File: src/sv/dtl_sqrt_cell.sv
// one digit cell of the pipelined integer square root
module dtl_sqrt_cell (
  input  logic        clk_i,
  input  logic        en_i,
  input  logic [4:0]  step_i,
  input  logic [31:0] s_i,
  input  logic [33:0] rem_i,
  input  logic [31:0] root_i,
  output logic [31:0] s_o,
  output logic [33:0] rem_o,
  output logic [31:0] root_o
);

  logic [4:0]  hi;
  logic [1:0]  pair;
  logic [35:0] cur;
  logic [35:0] trial;
  logic [31:0] s_q;
  logic [33:0] rem_q, rem_d;
  logic [31:0] root_q, root_d;

  always_comb begin
    hi    = 5'(5'd31 - {step_i[3:0], 1'b0});
    pair  = step_i[4] ? 2'b00 : s_i[hi -: 2];
    cur   = {rem_i, pair};
    trial = {2'b00, root_i, 2'b01};
    if (cur >= trial) begin
      rem_d  = 34'(cur - trial);
      root_d = {root_i[30:0], 1'b1};
    end else begin
      rem_d  = cur[33:0];
      root_d = {root_i[30:0], 1'b0};
    end
  end

  always_ff @(posedge clk_i) begin
    if (en_i) begin
      s_q    <= s_i;
      rem_q  <= rem_d;
      root_q <= root_d;
    end
  end

  assign s_o    = s_q;
  assign rem_o  = rem_q;
  assign root_o = root_q;

endmodule

File: config.mk
export PLATFORM = sky130hd
export DESIGN_NAME = dtl_sqrt_cell
export DESIGN_NICKNAME = d
export VERILOG_FILES = /design/src/sv/dtl_sqrt_cell.sv
export SDC_FILE = /design/constraint.sdc
export NUM_CORES = 1
export LEC_CHECK = 0
export CELL_PAD_IN_SITES_DETAIL_PLACEMENT = 1
export CELL_PAD_IN_SITES_GLOBAL_PLACEMENT = 1
export CORE_MARGIN = 5
export CORE_UTILIZATION = 48
export DETAILED_ROUTE_END_ITERATION = 16
export DONT_BUFFER_PORTS = 1
export GPL_ROUTABILITY_DRIVEN = 0
export PLACE_DENSITY = 0.86
export SYNTH_ARGS = -nofsm -noshare
export SYNTH_HDL_FRONTEND = slang
export SYNTH_SLANG_ARGS = --single-unit
File: constraint.sdc
create_clock -name clk_i -period 4.5 [get_ports clk_i]
set_input_delay 0.675 -clock clk_i [delete_from_list [all_inputs] [get_ports clk_i]]
set_output_delay 0.675 -clock clk_i [all_outputs]
set_load 0.02 [all_outputs]
==> impl_metrics.py <==
metrics = {
    "setup_path": {
        "cpPeakStageDelay_ps": 380,
        "crit_type": "in -> reg",
        "path_max_fanout": 28,
        "crit_top_cell": "a21oi_1",
        "required_ps": 4590,
        "cp_slowest_cell": "a211oi_4",
        "crit_start": "s_i[25]",
        "end_kind": "flop",
        "crit_path_start_kind": "primary input",
        "crit_chain": "nor2b_1, a211oi_1, a21oi_1, a21oi_1, a211o_1, ha_1, nand2b_1, a21oi_1, o21a_1, a31oi_2, o2111ai_1, a21o_1, a211oi_4, buf_4, o21ai_0",
        "crit_arrival_ps": 3890,
    },
    "floorplan": {
        "core_area_sq_um": 11560,
        "dieWidth_um": 119.1,
        "die_h_um": 119.1,
        "rows": 39,
        "dieArea_sq_um": 14200,
        "start_util_pct": 49.44,
        "ios": 203,
    },
    "timing": {
        "hold_viol": 0,
        "finalCritPeriodShare_pct": 84.52,
        "worst_pin_slew_ps": 484.5,
        "fin_crit_ps": 3803,
        "worst_slack_ps": 696.7,
        "fin_setup_tns_ps": 0,
        "rsz0062_at_grt": "no",
        "setup_viol": 0,
        "max_freq_ghz": 0.2629,
        "finalMaxSlewViolations": 0,
        "maxSlewHeadroom_pct": 67.40,
    },
    "drt": {
        "drc": 0,
        "wl_per_cell_um": 21.97,
        "vias": 4089,
        "vias_per_cell": 6.013,
        "drt_first_pass_iters": 4,
        "drtIter0Drc": 237,
        "ant_nets": 0,
        "wl_mm": 14.94,
    },
    "clocking": {
        "clk_pin_slew_worst_paths_ps": 70,
        "cts-root-buf": "clkbuf_16",
        "post_cts_buffers": 0,
        "ctsHtreeMaxLevel": 3,
        "post_cts_resized": 0,
        "hold_buffers": 0,
        "cts_tree": "built",
        "numCtsBuffers": 9,
        "cts_num_sinks": 98,
        "cts_buffer_depth": 2,
    },
    "logic_synthesis": {
        "ys.flop_type": "edfxtp_1",
        "synth.largest_area_cell": "edfxtp_1",
        "synth.avg_cell_area_sq_um": 10.63,
        "syn_nets": 677,
        "yosys-top-cells-area": "edfxtp_1 51%, ha_1 7.4%, nand2_1 4.1%",
        "yosysWarnings": 0,
        "synth_top_area_share_pct": 51.47,
        "synth_cell_types": 52,
        "seq_area_frac_synth_pct": 51.47,
        "synth_cells": 538,
        "syn-cell-area_sq_um": 5718,
        "ys_ff_latch": 98,
        "async_reset_ff_share_pct": 0,
        "synth_edf_count": 98,
    },
    "power": {
        "p_int_mw": 1.696,
        "pwr-share-clk_pct": 30.7,
        "power-per-cell-area_nw_per_um2": 400.9,
        "p_leak_nw": 2.392,
        "ir_worst_vdd_uv": 157.1,
        "p_sw_mw": 0.7625,
        "sequentialPowerShare_pct": 53.0,
        "switching_share_pct": 31.01,
        "share_comb_of_total_power_pct": 16.3,
    },
    "global_routing": {
        "grt_pass1_vias": 4369,
        "grt_use_total_pct": 20.60,
        "grt_pass1_wl_mm": 23.29,
        "overflow": 0,
        "grt_start_max_net_pins": 99,
        "antenna_found_initial": 0,
    },
    "placement": {
        "place_ws_ps": 363.8,
        "port_buffers": 0,
        "dpl.hpwl_mm": 11.47,
    },
    "finish": {
        "antennaDiodeCount": 0,
        "drive_gt1_share_pct": 6.331,
        "nets": 671,
        "syn_to_final_growth_pct": 7.243,
    },
    "hold_path": {
        "min-delay-start": "s_i[27]",
        "hold_path_class": "in -> reg",
    },
    "run_status": {
        "status": "completed",
    },
    "job": {
        "cap_violations": 0,
    },
}
-- per-layer routing --
layer / vias up / track usage [%] / share of wire, %
met5: - / 0 / 0
met2: 162 / 35.18 / 48
met1: 1949 / 23.40 / 39
li1: 1957 / - / -
met3: 21 / 7.867 / 9.6
met4: 0 / 7.820 / 2.5
-- final timing paths --
check                        to  slack, ps  cells past startpoint
worst max-delay path  rem_o[12]        700                     15
worst min-delay path    s_o[27]        420                      0
-- synthesized netlist by cell type (2+ instances only) --
cell type  number
a21oi_2         2
a22oi_1         2
nor3_1          8
o32ai_1         2
nand4_1         8
nor3b_1         2
a21oi_1        41
nor2_1         22
o211ai_1        3
o31ai_1         2
and3_1          5
a31oi_1         3
o21ai_0        38
edfxtp_1       98
a21o_1         16
nor2b_1         9
mux2i_1        10
o21bai_1        4
nand3_1         7
a221oi_1        3
o21ai_1        17
xnor2_1        15
buf_4           2
mux2_2          3
a211o_1         4
inv_1          40
mux2_4          2
clkbuf_1       14
a31o_2          2
or3_1           2
o21a_1          7
ha_1           34
a211oi_1        5
nand2b_1        9
buf_2           4
mux4_2          2
nand2_1        62
xor2_1         15
-- layout make-up --
type                       count  area, sq um
clock buffer                   9        225.2
inverter                      40        150.1
tap                          143        178.9
clock inverter                 7        66.31
multi-input combinational    379         2539
sequential                    98         2943
fill                        1230         5433
timing repair buffer           4        30.03
-- state kept, by name (all words and copies together) (netlist names) --
name / flops
s_o: 32
rem_o: 34
root_o: 32
-- cell usage in the layout (no fill, tap or decap), types with 5 or more instances in the layout --
master     count
a21o_1        16
a21oi_1       41
and3_1         5
clkbuf_16      9
edfxtp_1      98
ha_1          34
inv_1         40
mux2i_1       10
nand2_1       62
nand2b_1       9
nand3_1        7
nand4_1        8
nor2_1        22
nor2b_1        9
nor3_1         8
o21a_1         7
o21ai_0       38
o21ai_1       17
xnor2_1       15
xor2_1        15
-- cell families (layout without fill, tap and decap cells) --
family,count (synthesis),in the layout,share of synthesized area [%]
AOI/OAI and AO/OA,159,159,17.16
and+or+nand+nor,139,139,11.33
DFF,98,98,51.47
buffers and inverters,61,60,4.354
adders and majority gates,34,34,7.440
xor gates and xnor gates,30,30,4.595
muxes,17,17,3.654
-- critical path, delay by kind of cell --
family,cells,cell delay [ps]
AO/OA/AOI/OAI,11,2380
adder cells (fa/ha/maj),1,220
buffers and inverters,1,350
AND/OR/NAND/NOR,2,260
-- power groups by stage --
stage / combinational [mW] / clock (mW) / sequential, mW
CTS: 0.401 / 0.771 / 1.31
detailed placement: 0.393 / 0 / 1.33
finish: 0.401 / 0.756 / 1.30
global route: 0.448 / 0.819 / 1.31
global placement: 0.377 / 0 / 1.33
floorplan: 0.314 / 0 / 1.31
-- metrics by stage --
step | utilization (%) | total power, mW | instances | cell area, sq um | hold slack (ps)
after floorplan | - | 1.619 | 538 | 5718 | 773.9
after global routing | 53.02 | 2.578 | 680 | 6132 | 396.7
after detailed placement | 50.50 | 1.719 | 664 | 5841 | 774.0
final | 53.02 | 2.459 | 680 | 6132 | 417.2
after CTS | 53.02 | 2.479 | 680 | 6132 | 407.2
after global placement | 50.50 | 1.703 | 664 | 5841 | 774.0
No activity file was read; power rests on OpenSTA's default activity.
