$ cat src/sv/dtl_pkg.sv
// shared types, constants and the arctangent table of the direction to texel lookup
package dtl_pkg;

  localparam int MAX_WIDTH    = 4096;
  localparam int MAX_HEIGHT   = 2048;
  localparam int ANGLE_BITS   = 16;
  localparam int CORDIC_STEPS = 40;
  localparam int SQRT_STEPS   = 32;
  localparam int DIV_STEPS    = ANGLE_BITS + 1;
  localparam int CW           = 36;
  localparam int AW           = 44;

  typedef logic signed [CW-1:0] cvec_t;
  typedef logic signed [AW-1:0] ang_t;

  localparam ang_t PI_Q40 = 44'sh3243F6A8886;
  localparam logic signed [63:0] PI_Q60 = 64'sh3243F6A8885A308D;

  typedef struct packed {
    logic signed [15:0] dir_x;
    logic signed [15:0] dir_y;
    logic signed [15:0] dir_z;
  } in_t;

  typedef struct packed {
    logic [11:0] texel_column;
    logic [10:0] texel_row;
    logic [22:0] texel_index;
    logic        zero_direction;
  } out_t;

  typedef enum logic [1:0] {
    REG_IMAGE_WIDTH  = 2'd0,
    REG_IMAGE_HEIGHT = 2'd1
  } reg_idx_e;

  typedef ang_t atan_tab_t [CORDIC_STEPS];

  function automatic logic [63:0] udiv_small(input logic [63:0] n, input logic [63:0] d);
    logic [63:0] q;
    logic [63:0] r;
    q = '0;
    r = '0;
    for (int b = 63; b >= 0; b--) begin
      r = {r[62:0], n[b]};
      q = {q[62:0], 1'b0};
      if (r >= d) begin
        r    = r - d;
        q[0] = 1'b1;
      end
    end
    return q;
  endfunction

  function automatic ang_t atan_q40(input int i);
    logic signed [63:0] sum;
    logic signed [63:0] t;
    int e;
    sum = '0;
    if (i == 0) begin
      sum = (PI_Q60 + (64'sd1 <<< 21)) >>> 22;
    end else begin
      for (int k = 0; k < 64; k++) begin
        e = 62 - i * (2 * k + 1);
        if (e >= 0) begin
          t = signed'(udiv_small(64'd1 << e, 64'(2 * k + 1)));
          if (k % 2 == 1) sum = sum - t;
          else sum = sum + t;
        end
      end
      sum = (sum + (64'sd1 <<< 21)) >>> 22;
    end
    return AW'(sum);
  endfunction

  function automatic atan_tab_t build_atan();
    atan_tab_t tab;
    for (int i = 0; i < CORDIC_STEPS; i++) begin
      tab[i] = atan_q40(i);
    end
    return tab;
  endfunction

  localparam atan_tab_t ATAN_TAB = build_atan();

endpackage

$ cat src/sv/dtl_div_cell.sv
// one quotient bit cell of the division of an angle by pi
module dtl_div_cell (
  input  logic                          clk_i,
  input  logic                          en_i,
  input  logic                          first_i,
  input  logic                          neg_i,
  input  logic [dtl_pkg::AW-1:0]        rem_i,
  input  logic [dtl_pkg::DIV_STEPS-1:0] q_i,
  output logic                          neg_o,
  output logic [dtl_pkg::AW-1:0]        rem_o,
  output logic [dtl_pkg::DIV_STEPS-1:0] q_o
);

  logic [dtl_pkg::AW-1:0]        t, rem_d, rem_q;
  logic                          ge;
  logic [dtl_pkg::DIV_STEPS-1:0] q_q;
  logic                          neg_q;

  always_comb begin
    t     = first_i ? rem_i : {rem_i[dtl_pkg::AW-2:0], 1'b0};
    ge    = t >= unsigned'(dtl_pkg::PI_Q40);
    rem_d = ge ? t - unsigned'(dtl_pkg::PI_Q40) : t;
  end

  always_ff @(posedge clk_i) begin
    if (en_i) begin
      rem_q <= rem_d;
      q_q   <= {q_i[dtl_pkg::DIV_STEPS-2:0], ge};
      neg_q <= neg_i;
    end
  end

  assign rem_o = rem_q;
  assign q_o   = q_q;
  assign neg_o = neg_q;

endmodule
$ cat config.mk
export PLATFORM = sky130hd
export DESIGN_NAME = dtl_div_cell
export DESIGN_NICKNAME = d
export VERILOG_FILES = /design/src/sv/dtl_pkg.sv /design/src/sv/dtl_div_cell.sv
export SDC_FILE = /design/constraint.sdc
export NUM_CORES = 1
export LEC_CHECK = 0
export BUFFER_PORTS_ARGS = -buffer_cell sky130_fd_sc_hd__buf_2
export CORE_ASPECT_RATIO = 1.25
export CORE_MARGIN = 2
export CORE_UTILIZATION = 53
export CTS_CLUSTER_SIZE = 12
export DETAILED_ROUTE_END_ITERATION = 10
export PLACE_DENSITY = 0.82
export REMOVE_ABC_BUFFERS = 1
export SYNTH_ARGS = -nofsm -noshare
export SYNTH_HDL_FRONTEND = slang
export SYNTH_SLANG_ARGS = --single-unit
$ cat constraint.sdc
create_clock -name clk_i -period 5.4 [get_ports clk_i]
set_input_delay 0.54 -clock clk_i [delete_from_list [all_inputs] [get_ports clk_i]]
set_output_delay 0.54 -clock clk_i [all_outputs]
set_load 0.01 [all_outputs]
==> flow_summary.json <==
{
  "synth_cells": 460,
  "synth_common_cells": "62 x edfxtp_1, 38 x nand2_1, 35 x a21oi_1",
  "drcViolationCount": 0,
  "cts_resized": 0,
  "async_reset_ff_frac": 0,
  "synth.distinct_cells": 68,
  "period_share": 0.759,
  "coreArea_mm2": 0.00815,
  "hold_path.class": "in2reg",
  "via_per_inst": 6.05,
  "syn_to_final_growth_pct": 18.0,
  "place_inst": 649,
  "final_nets": 629,
  "diodes": 0,
  "synth_warnings": 0,
  "crit_chain": "buf_4, mux2_2, ha_1, inv_1, nand3_1, a311oi_2, o311ai_1, a32oi_1, o21ai_1, a2111oi_0, xnor2_1, mux2i_1",
  "tns_ps": 0,
  "busiest_layer": "met2",
  "cts_tree": "done",
  "final_util": 0.636,
  "dieArea_mm2": 0.00904,
  "die_w_um": 85.4,
  "clk_pin_slew_worst_paths_ps": 60,
  "ys_top_cells_by_area": "edfxtp_1 42%, mux2i_1 5.2%, xnor2_1 4.8%",
  "die_h_um": 106,
  "clockBufferDepth": 2,
  "grt_max_degree": 72,
  "grt_util_all_layers": 0.226,
  "min_from": "q_i[10]",
  "drv_slew": 0,
  "start_util": 0.539,
  "use_met3": 0.0509,
  "cts_buffers": 9,
  "dp_hpwl_um": 7300,
  "cap_violations": 0,
  "critPathLaunch": "first_i",
  "crit_fanout": 71,
  "power_density_mw_per_mm2": 258,
  "drive_gt1_frac": 0.262,
  "drt_iter0_drc": 259,
  "cts-root-buf": "clkbuf_8",
  "vias": 4022,
  "clock.fmax_mhz": 244,
  "setup_violations": 0,
  "gp_congestion": 0.814,
  "synth_seq_cells": 62,
  "cpPeakStageDelay_ps": 620,
  "worst_ep_arrival_time_ps": 4190,
  "status": "completed",
  "synth_enable_flop_cells": 62,
  "end_kind": "flop",
  "htreeDepth": 3,
  "rows": 37,
  "max_slew.worst_pin.slew_ps": 799,
  "startpoint_type": "input port",
  "io_pins": 127,
  "cp.required_ps": 5490,
  "hold_buffers": 0,
  "finalHoldViolCount": 0,
  "final_cells": 665,
  "crit_path_top_delay_cell": "a2111oi_0",
  "antenna_left": 0,
  "wire_per_inst_um": 15.7,
  "grt_util_met2": 0.382,
  "syn-mean-instance-area_um2": 9.55,
  "min_period_ps": 4100,
  "routed_wirelength_um": 10400,
  "numPortBuffers": 125,
  "antenna_found_initial": 0,
  "ys.flop_type": "edfxtp_1",
  "relSlewSlack": 0.467,
  "irDropWorstVdd_mv": 0.218,
  "yosysTopAreaCellShare": 0.424,
  "leakage_nw": 2.06,
  "cts_setup_buffers": 0,
  "grt_pass1_wl_um": 16400,
  "grt_overflow": 0,
  "worstSetupPathType": "in2reg",
  "drtPass1Iterations": 6,
  "yosysMostFrequentCell": "edfxtp_1",
  "seq_area_frac_synth": 0.424,
  "yosysTopAreaCell": "edfxtp_1",
  "grt_pass1_vias": 3588,
  "rsz0062_at_grt": "false",
  "cts_num_sinks": 62,
  "synth_area_mm2": 0.00439,
  "grtUsageMet1": 0.274
}
-- metal layers --
layer / up-vias / routed length, um
met5: - / 0
met4: 0 / 190
met3: 22 / 757
met2: 191 / 5370
met1: 1880 / 4120
li1: 1929 / -
-- sequential cells by signal, indices dropped and copies added, names as in the netlist --
signal and flops:
neg_o 1, rem_o 44, q_o 17
-- final timing paths --
path        end  slack, ps  cells past startpoint
min     q_o[11]        360                      1
max   rem_o[39]       1300                     12
-- layout make-up --
cell class | count | area [um2]
clock buffer | 10 | 128
clock inverter | 6 | 52.6
fill | 687 | 2960
inverter | 10 | 37.5
multi-input combinational | 352 | 2330
sequential | 62 | 1860
tap | 97 | 121
timing repair buffer | 128 | 651
-- logic make-up after synthesis --
| logic type | after synthesis | share of synthesized area |
|---|---|---|
| adder cells (fa/ha/maj) | 1 | 0.00285 |
| AND/OR/NAND/NOR | 151 | 0.183 |
| buffers and inverters | 46 | 0.0453 |
| AO/OA/AOI/OAI | 131 | 0.200 |
| flip-flops | 62 | 0.424 |
| XOR/XNOR | 44 | 0.0877 |
| multiplexers | 25 | 0.0575 |
-- placed cells by master, fill, tap and decap left out, types with 6 or more instances in the layout --
cell type and instances:
clkbuf_8 9, nor3_1 13, nor2b_1 11, nand3_1 8, edfxtp_1 62, xor2_1 20
nor4_1 6, nor2_1 32, buf_2 124, mux2i_1 23, inv_1 8, nand2_1 38
o21ai_0 25, xnor2_1 24, o211ai_1 9, a21oi_1 35
-- worst max-delay path: cells and delay by family --
family          cells  cell delay (ps)
simple gates        1              100
xor+xnor            1              190
buf+inv             2              650
compound gates      5             1930
fa+ha+maj           1              240
mux                 2              530
-- stage by stage --
stage | hold slack [ps] | cell area [um2] | total power, mW | setup slack, ps
2_1_floorplan | 639 | 4230 | 0.811 | 2220
3_3_place_gp | 717 | 5000 | 0.951 | 1150
3_5_place_dp | 719 | 5000 | 0.961 | 1040
4_1_cts | 350 | 5180 | 1.35 | 1380
5_1_grt | 346 | 5180 | 1.40 | 1000
6_report | 361 | 5180 | 1.34 | 1300
-- power by group --
| group | switching, mW | internal (mW) | leakage [nW] | total (mW) |
|---|---|---|---|---|
| clock | 0.179 | 0.207 | 0.0864 | 0.385 |
| combinational | 0.202 | 0.138 | 1.36 | 0.339 |
| sequential | 0.0126 | 0.602 | 0.607 | 0.615 |
| total | 0.393 | 0.947 | 2.06 | 1.34 |
(Power assumes the default switching activity.)
