File: src/sv/dtl_pkg.sv
// shared types, constants and the arctangent table of the direction to texel lookup
package dtl_pkg;

  localparam int MAX_WIDTH    = 4096;
  localparam int MAX_HEIGHT   = 2048;
  localparam int ANGLE_BITS   = 16;
  localparam int CORDIC_STEPS = 40;
  localparam int SQRT_STEPS   = 32;
  localparam int DIV_STEPS    = ANGLE_BITS + 1;
  localparam int CW           = 36;
  localparam int AW           = 44;

  typedef logic signed [CW-1:0] cvec_t;
  typedef logic signed [AW-1:0] ang_t;

  localparam ang_t PI_Q40 = 44'sh3243F6A8886;
  localparam logic signed [63:0] PI_Q60 = 64'sh3243F6A8885A308D;

  typedef struct packed {
    logic signed [15:0] dir_x;
    logic signed [15:0] dir_y;
    logic signed [15:0] dir_z;
  } in_t;

  typedef struct packed {
    logic [11:0] texel_column;
    logic [10:0] texel_row;
    logic [22:0] texel_index;
    logic        zero_direction;
  } out_t;

  typedef enum logic [1:0] {
    REG_IMAGE_WIDTH  = 2'd0,
    REG_IMAGE_HEIGHT = 2'd1
  } reg_idx_e;

  typedef ang_t atan_tab_t [CORDIC_STEPS];

  function automatic logic [63:0] udiv_small(input logic [63:0] n, input logic [63:0] d);
    logic [63:0] q;
    logic [63:0] r;
    q = '0;
    r = '0;
    for (int b = 63; b >= 0; b--) begin
      r = {r[62:0], n[b]};
      q = {q[62:0], 1'b0};
      if (r >= d) begin
        r    = r - d;
        q[0] = 1'b1;
      end
    end
    return q;
  endfunction

  function automatic ang_t atan_q40(input int i);
    logic signed [63:0] sum;
    logic signed [63:0] t;
    int e;
    sum = '0;
    if (i == 0) begin
      sum = (PI_Q60 + (64'sd1 <<< 21)) >>> 22;
    end else begin
      for (int k = 0; k < 64; k++) begin
        e = 62 - i * (2 * k + 1);
        if (e >= 0) begin
          t = signed'(udiv_small(64'd1 << e, 64'(2 * k + 1)));
          if (k % 2 == 1) sum = sum - t;
          else sum = sum + t;
        end
      end
      sum = (sum + (64'sd1 <<< 21)) >>> 22;
    end
    return AW'(sum);
  endfunction

  function automatic atan_tab_t build_atan();
    atan_tab_t tab;
    for (int i = 0; i < CORDIC_STEPS; i++) begin
      tab[i] = atan_q40(i);
    end
    return tab;
  endfunction

  localparam atan_tab_t ATAN_TAB = build_atan();

endpackage

File: src/sv/dtl_prep.sv
// operand scaling and half-plane fold ahead of a cordic chain, two stages
module dtl_prep (
  input  logic          clk_i,
  input  logic          en_i,
  input  dtl_pkg::cvec_t y_i,
  input  dtl_pkg::cvec_t x_i,
  output dtl_pkg::cvec_t x_o,
  output dtl_pkg::cvec_t y_o,
  output dtl_pkg::ang_t  z_o
);

  logic [dtl_pkg::CW-1:0] ax, ay, m;
  logic [4:0]             sh;
  logic                   spec;
  dtl_pkg::ang_t          spec_ang;
  dtl_pkg::cvec_t         x_q, y_q;
  logic [4:0]             sh_q;
  logic                   spec_q;
  dtl_pkg::ang_t          spec_ang_q;
  dtl_pkg::cvec_t         xs, ys;
  dtl_pkg::cvec_t         xo_q, yo_q, xo_d, yo_d;
  dtl_pkg::ang_t          zo_q, zo_d;

  always_comb begin
    ax = x_i[dtl_pkg::CW-1] ? unsigned'(-x_i) : unsigned'(x_i);
    ay = y_i[dtl_pkg::CW-1] ? unsigned'(-y_i) : unsigned'(y_i);
    m  = (ax > ay) ? ax : ay;
    sh = '0;
    if (m < (dtl_pkg::CW'(1) << 30)) begin
      for (int b = 0; b < 30; b++) begin
        if (m[b]) sh = 5'(30 - b);
      end
    end
    spec     = 1'b0;
    spec_ang = '0;
    if (y_i == '0) begin
      spec     = 1'b1;
      spec_ang = x_i[dtl_pkg::CW-1] ? dtl_pkg::PI_Q40 : '0;
    end else if (x_i == '0) begin
      spec     = 1'b1;
      spec_ang = y_i[dtl_pkg::CW-1] ? -(dtl_pkg::PI_Q40 >>> 1) : (dtl_pkg::PI_Q40 >>> 1);
    end
  end

  always_ff @(posedge clk_i) begin
    if (en_i) begin
      x_q        <= x_i;
      y_q        <= y_i;
      sh_q       <= sh;
      spec_q     <= spec;
      spec_ang_q <= spec_ang;
    end
  end

  always_comb begin
    xs = x_q <<< sh_q;
    ys = y_q <<< sh_q;
    if (spec_q) begin
      xo_d = xs;
      yo_d = '0;
      zo_d = spec_ang_q;
    end else if (xs[dtl_pkg::CW-1]) begin
      xo_d = -xs;
      yo_d = -ys;
      zo_d = ys[dtl_pkg::CW-1] ? -dtl_pkg::PI_Q40 : dtl_pkg::PI_Q40;
    end else begin
      xo_d = xs;
      yo_d = ys;
      zo_d = '0;
    end
  end

  always_ff @(posedge clk_i) begin
    if (en_i) begin
      xo_q <= xo_d;
      yo_q <= yo_d;
      zo_q <= zo_d;
    end
  end

  assign x_o = xo_q;
  assign y_o = yo_q;
  assign z_o = zo_q;

endmodule

File: config.mk
export PLATFORM = sky130hd
export DESIGN_NAME = dtl_prep
export DESIGN_NICKNAME = d
export VERILOG_FILES = /design/src/sv/dtl_pkg.sv /design/src/sv/dtl_prep.sv
export SDC_FILE = /design/constraint.sdc
export NUM_CORES = 1
export LEC_CHECK = 0
export BUFFER_PORTS_ARGS = -buffer_cell sky130_fd_sc_hd__buf_2
export CAP_MARGIN = 20
export CORE_UTILIZATION = 50
export DETAILED_ROUTE_END_ITERATION = 16
export PLACE_DENSITY = 0.73
export SLEW_MARGIN = 40
export SYNTH_ARGS = -nofsm -noshare
export SYNTH_HDL_FRONTEND = slang
export SYNTH_SLANG_ARGS = --single-unit
File: constraint.sdc
create_clock -name clk_i -period 5.05 [get_ports clk_i]
set_input_delay 0.2525 -clock clk_i [delete_from_list [all_inputs] [get_ports clk_i]]
set_output_delay 0.2525 -clock clk_i [all_outputs]
set_load 0.02 [all_outputs]
==> key figures <==
Synth
  – Mean Syn Cell Area: 9.74 µm²
  – Seq cells post-synth: 163
  – Ys async rst share: 0
  – Netlist cell types: 90
  – Warnings, synthesis: 0
  – Ranking of synthesized cells by area: edfxtp_1, mux4_2, mux2i_1
  – Synthesized area: 15,400 µm²
  – Yosys top cell by area: edfxtp_1
  – Number of enable flip-flop cells after synthesis: 163
  – Syn_nets: 1,699
  – Predominant post-synthesis flop cell: edfxtp_1
  – Cell count after synthesis: 1,585
  – Seq/Total Area, Yosys: 0.317
  – Synth top area share: 0.317

Placement
  – Port bufs: 189
  – Post-detail-place hpwl: 36,100 µm
  – Routability Congestion: 0.995

CTS
  – Clock root buffer: clkbuf_16
  – CTS Buf Count: 17
  – Worst-path clk slew: 0.07 ns
  – Bufs on Longest Clock Path: 2
  – Post-CTS Hold Fix Bufs: 0
  – Skew-Pair Late Insertion Delay: 0.45 ns
  – H-tree levels: 4
  – Sink Count: 163
  – CTS tree: built

Setup path
  – Crit path buf inv count: 6
  – Most frequent CP cell: buf_4
  – Worst EP required: 5.25 ns
  – Slowest CP cell: or4_1
  – Worst setup EP type: register
  – CP max FO: 10
  – WS Path Type: input port to register
  – Critical-path cell list: buf_2, or4_1, buf_4, or4_4, buf_4, o31a_2, xor2_1, ha_1, nand2_1, or3_1, buf_4, nor3_1, buf_4, nand2_1, nor2_1, nor2_4, buf_4, o311a_1, or4_1, a31o_1
  – Peak per-stage delay on the critical path: 0.59 ns
  – Arrival time worst endpoint: 5.07 ns
  – Family with the most delay on the worst path: simple AND/OR/NAND/NOR gates
  – Type of origin of the critical path: input port

STA
  – Final setup violation count: 0
  – Fmax: 205 MHz
  – Hold slack final: 0.0412 ns
  – Hold Vio Cnt, Final: 0
  – Clock skew: 0.0111 ns
  – Fin crit period: 4.87 ns
  – Tcrit/Tclk final: 0.964
  – Slew HR: 0.446
  – Slew @ Worst Pin: 0.823 ns
  – Slew Viols, Final: 0

Finish
  – Antenna Cells: 0
  – Share of cells above drive strength 1: 0.291
  – Commonest non-fill, non-tap cells in the layout: buf_2, edfxtp_1, nand2_1, buf_4, nor2_1
  – NumNets Final: 1,914
  – Fillers: 2,596
  – Area grow syn2layout: 16.1%
  – Commonest non-fill, non-tap cell in the layout: buf_2

Routing
  – Final antenna-violating net count: 0
  – First drt pass iteration count: 6
  – Via/cell ratio: 6.32
  – Routed vias: 13,900
  – DRC: 0
  – Number of DRC markers in iteration 0: 1,560
  – WL per Instance: 21.1 µm
  – WL final: 46,400 µm

GRT
  – GRT overflow: 0
  – Vias in the first global route: 12,700
  – First-pass GRT wire length: 71,100 µm
  – Largest net degree at the start of global routing: 83
  – Total GRT Usage: 0.294
  – Initial antenna violation count: 2

Flow run
  – Max Cap Violations: 0

Power
  – Pwr Density: 276 nW/µm²
  – Leak pwr: 0.00707 µW
  – Total power: 4940 µW
  – VDD IR max: 229 µV

Die
  – Initial core utilization: 0.514
  – Chip height: 178 µm
  – Core Footprint: 30,000 µm²
  – Cell Rows: 63
  – Die W: 178 µm
  – Die area: 31,600 µm²
  – I/O pin count: 190

Status
  – Status: finished clean

Min path
  – Min-Delay Path Class: input port to register
-- path summary, 6_finish.rpt --
| check | slack (ns) | endpoint | cells past startpoint | from |
|---|---|---|---|---|
| min reg2reg | 0.54 | z_o[42] | 1 | spec_ang_q[42] |
| max | 0.18 | sh_q[0] | 20 | x_i[5] |
| min | 0.04 | x_q[29] | 1 | x_i[29] |
| max reg2reg | 0.64 | x_o[29] | 11 | sh_q[0] |
-- worst register-to-register path, cell delays in order, from the launching register on --
cell	delay, ns
edfxtp_1	0.84
buf_4	0.29
mux4_2	0.57
mux2i_1	0.22
o32a_1	0.36
a31oi_1	0.16
nor3b_1	0.44
nand2_1	0.14
nor2_1	0.30
nor4b_2	0.48
a31oi_1	0.17
xnor2_1	0.17
-- power breakdown --
group / leakage (µW) / switching (µW) / internal (µW)
registers: 0.00163 / 97.7 / 1650
clock network: 0.000289 / 553 / 782
logic: 0.00515 / 1080 / 774
total: 0.00707 / 1730 / 3210
-- logic make-up (layout without fill, tap and decap cells) --
family	after synthesis	count (layout)	share of synthesized area
AND/OR/NAND/NOR	515	515	0.164
multiplexers	201	201	0.199
adder cells (fa/ha/maj)	40	40	0.0324
XOR/XNOR	119	119	0.0675
buffers and inverters	173	401	0.0579
AO/OA/AOI/OAI	374	374	0.162
flip-flops	163	163	0.317
-- flip-flops by register name, indices dropped and copies added (netlist names) --
| signal | cells |
|---|---|
| sh_q | 5 |
| spec_ang_q | 6 |
| spec_q | 1 |
| x_o | 36 |
| x_q | 36 |
| y_o | 36 |
| y_q | 36 |
| z_o | 7 |
-- stage by stage --
step | util | setup TNS (ns) | instances | area, µm² | worst slack [ns]
final | 0.597 | 0 | 2203 | 17900 | 0.180
after global routing | 0.597 | -0.0416 | 2203 | 17900 | -0.0331
after CTS | 0.595 | 0 | 2203 | 17900 | 0.155
after detailed placement | 0.575 | -1.24 | 2171 | 17300 | -0.292
after global placement | 0.575 | -0.982 | 2170 | 17300 | -0.249
after floorplan | - | 0 | 1585 | 15400 | 0.0644
-- area by class of cell --
cell class | count | area, µm² | area share
multi-input combinational | 1249 | 9690 | 0.541
sequential | 163 | 4890 | 0.273
timing repair buffer | 336 | 2110 | 0.118
tap | 390 | 488 | 0.0272
clock buffer | 17 | 425 | 0.0237
clock inverter | 15 | 179 | 0.00999
inverter | 33 | 124 | 0.00691
-- cells in the mapped netlist, types with 10 or more instances --
cell / number
a21oi_1: 83
nor4_1: 14
nand2b_1: 17
nand4_1: 10
nor3_1: 31
and2_1: 20
mux4_2: 81
o21a_1: 13
a21o_1: 11
or3_1: 23
o21ai_0: 87
mux2_2: 39
or4_1: 11
edfxtp_1: 163
and3_1: 10
buf_2: 23
xnor2_1: 59
or2_2: 12
mux2i_1: 81
nor2_1: 131
ha_1: 40
nand3_1: 38
o31ai_1: 28
nor2b_1: 14
a31oi_1: 21
inv_1: 30
nand2_1: 152
buf_4: 44
clkbuf_1: 48
o41ai_1: 11
buf_1: 19
xor2_1: 60
-- layer usage --
metal / wire (µm) / track usage / vias to the layer above
li1: - / - / 6451
met1: 19600 / 0.404 / 6653
met2: 21600 / 0.470 / 719
met3: 3830 / 0.0437 / 89
met4: 1350 / 0.105 / 4
met5: 23 / 0 / -
-- timing repair --
item / CTS / global route
setup buffers: 0 / 0
gates resized for setup: 0 / 8
setup endpoints to repair: 0 / 5
Power figures use the tool's default switching activity.
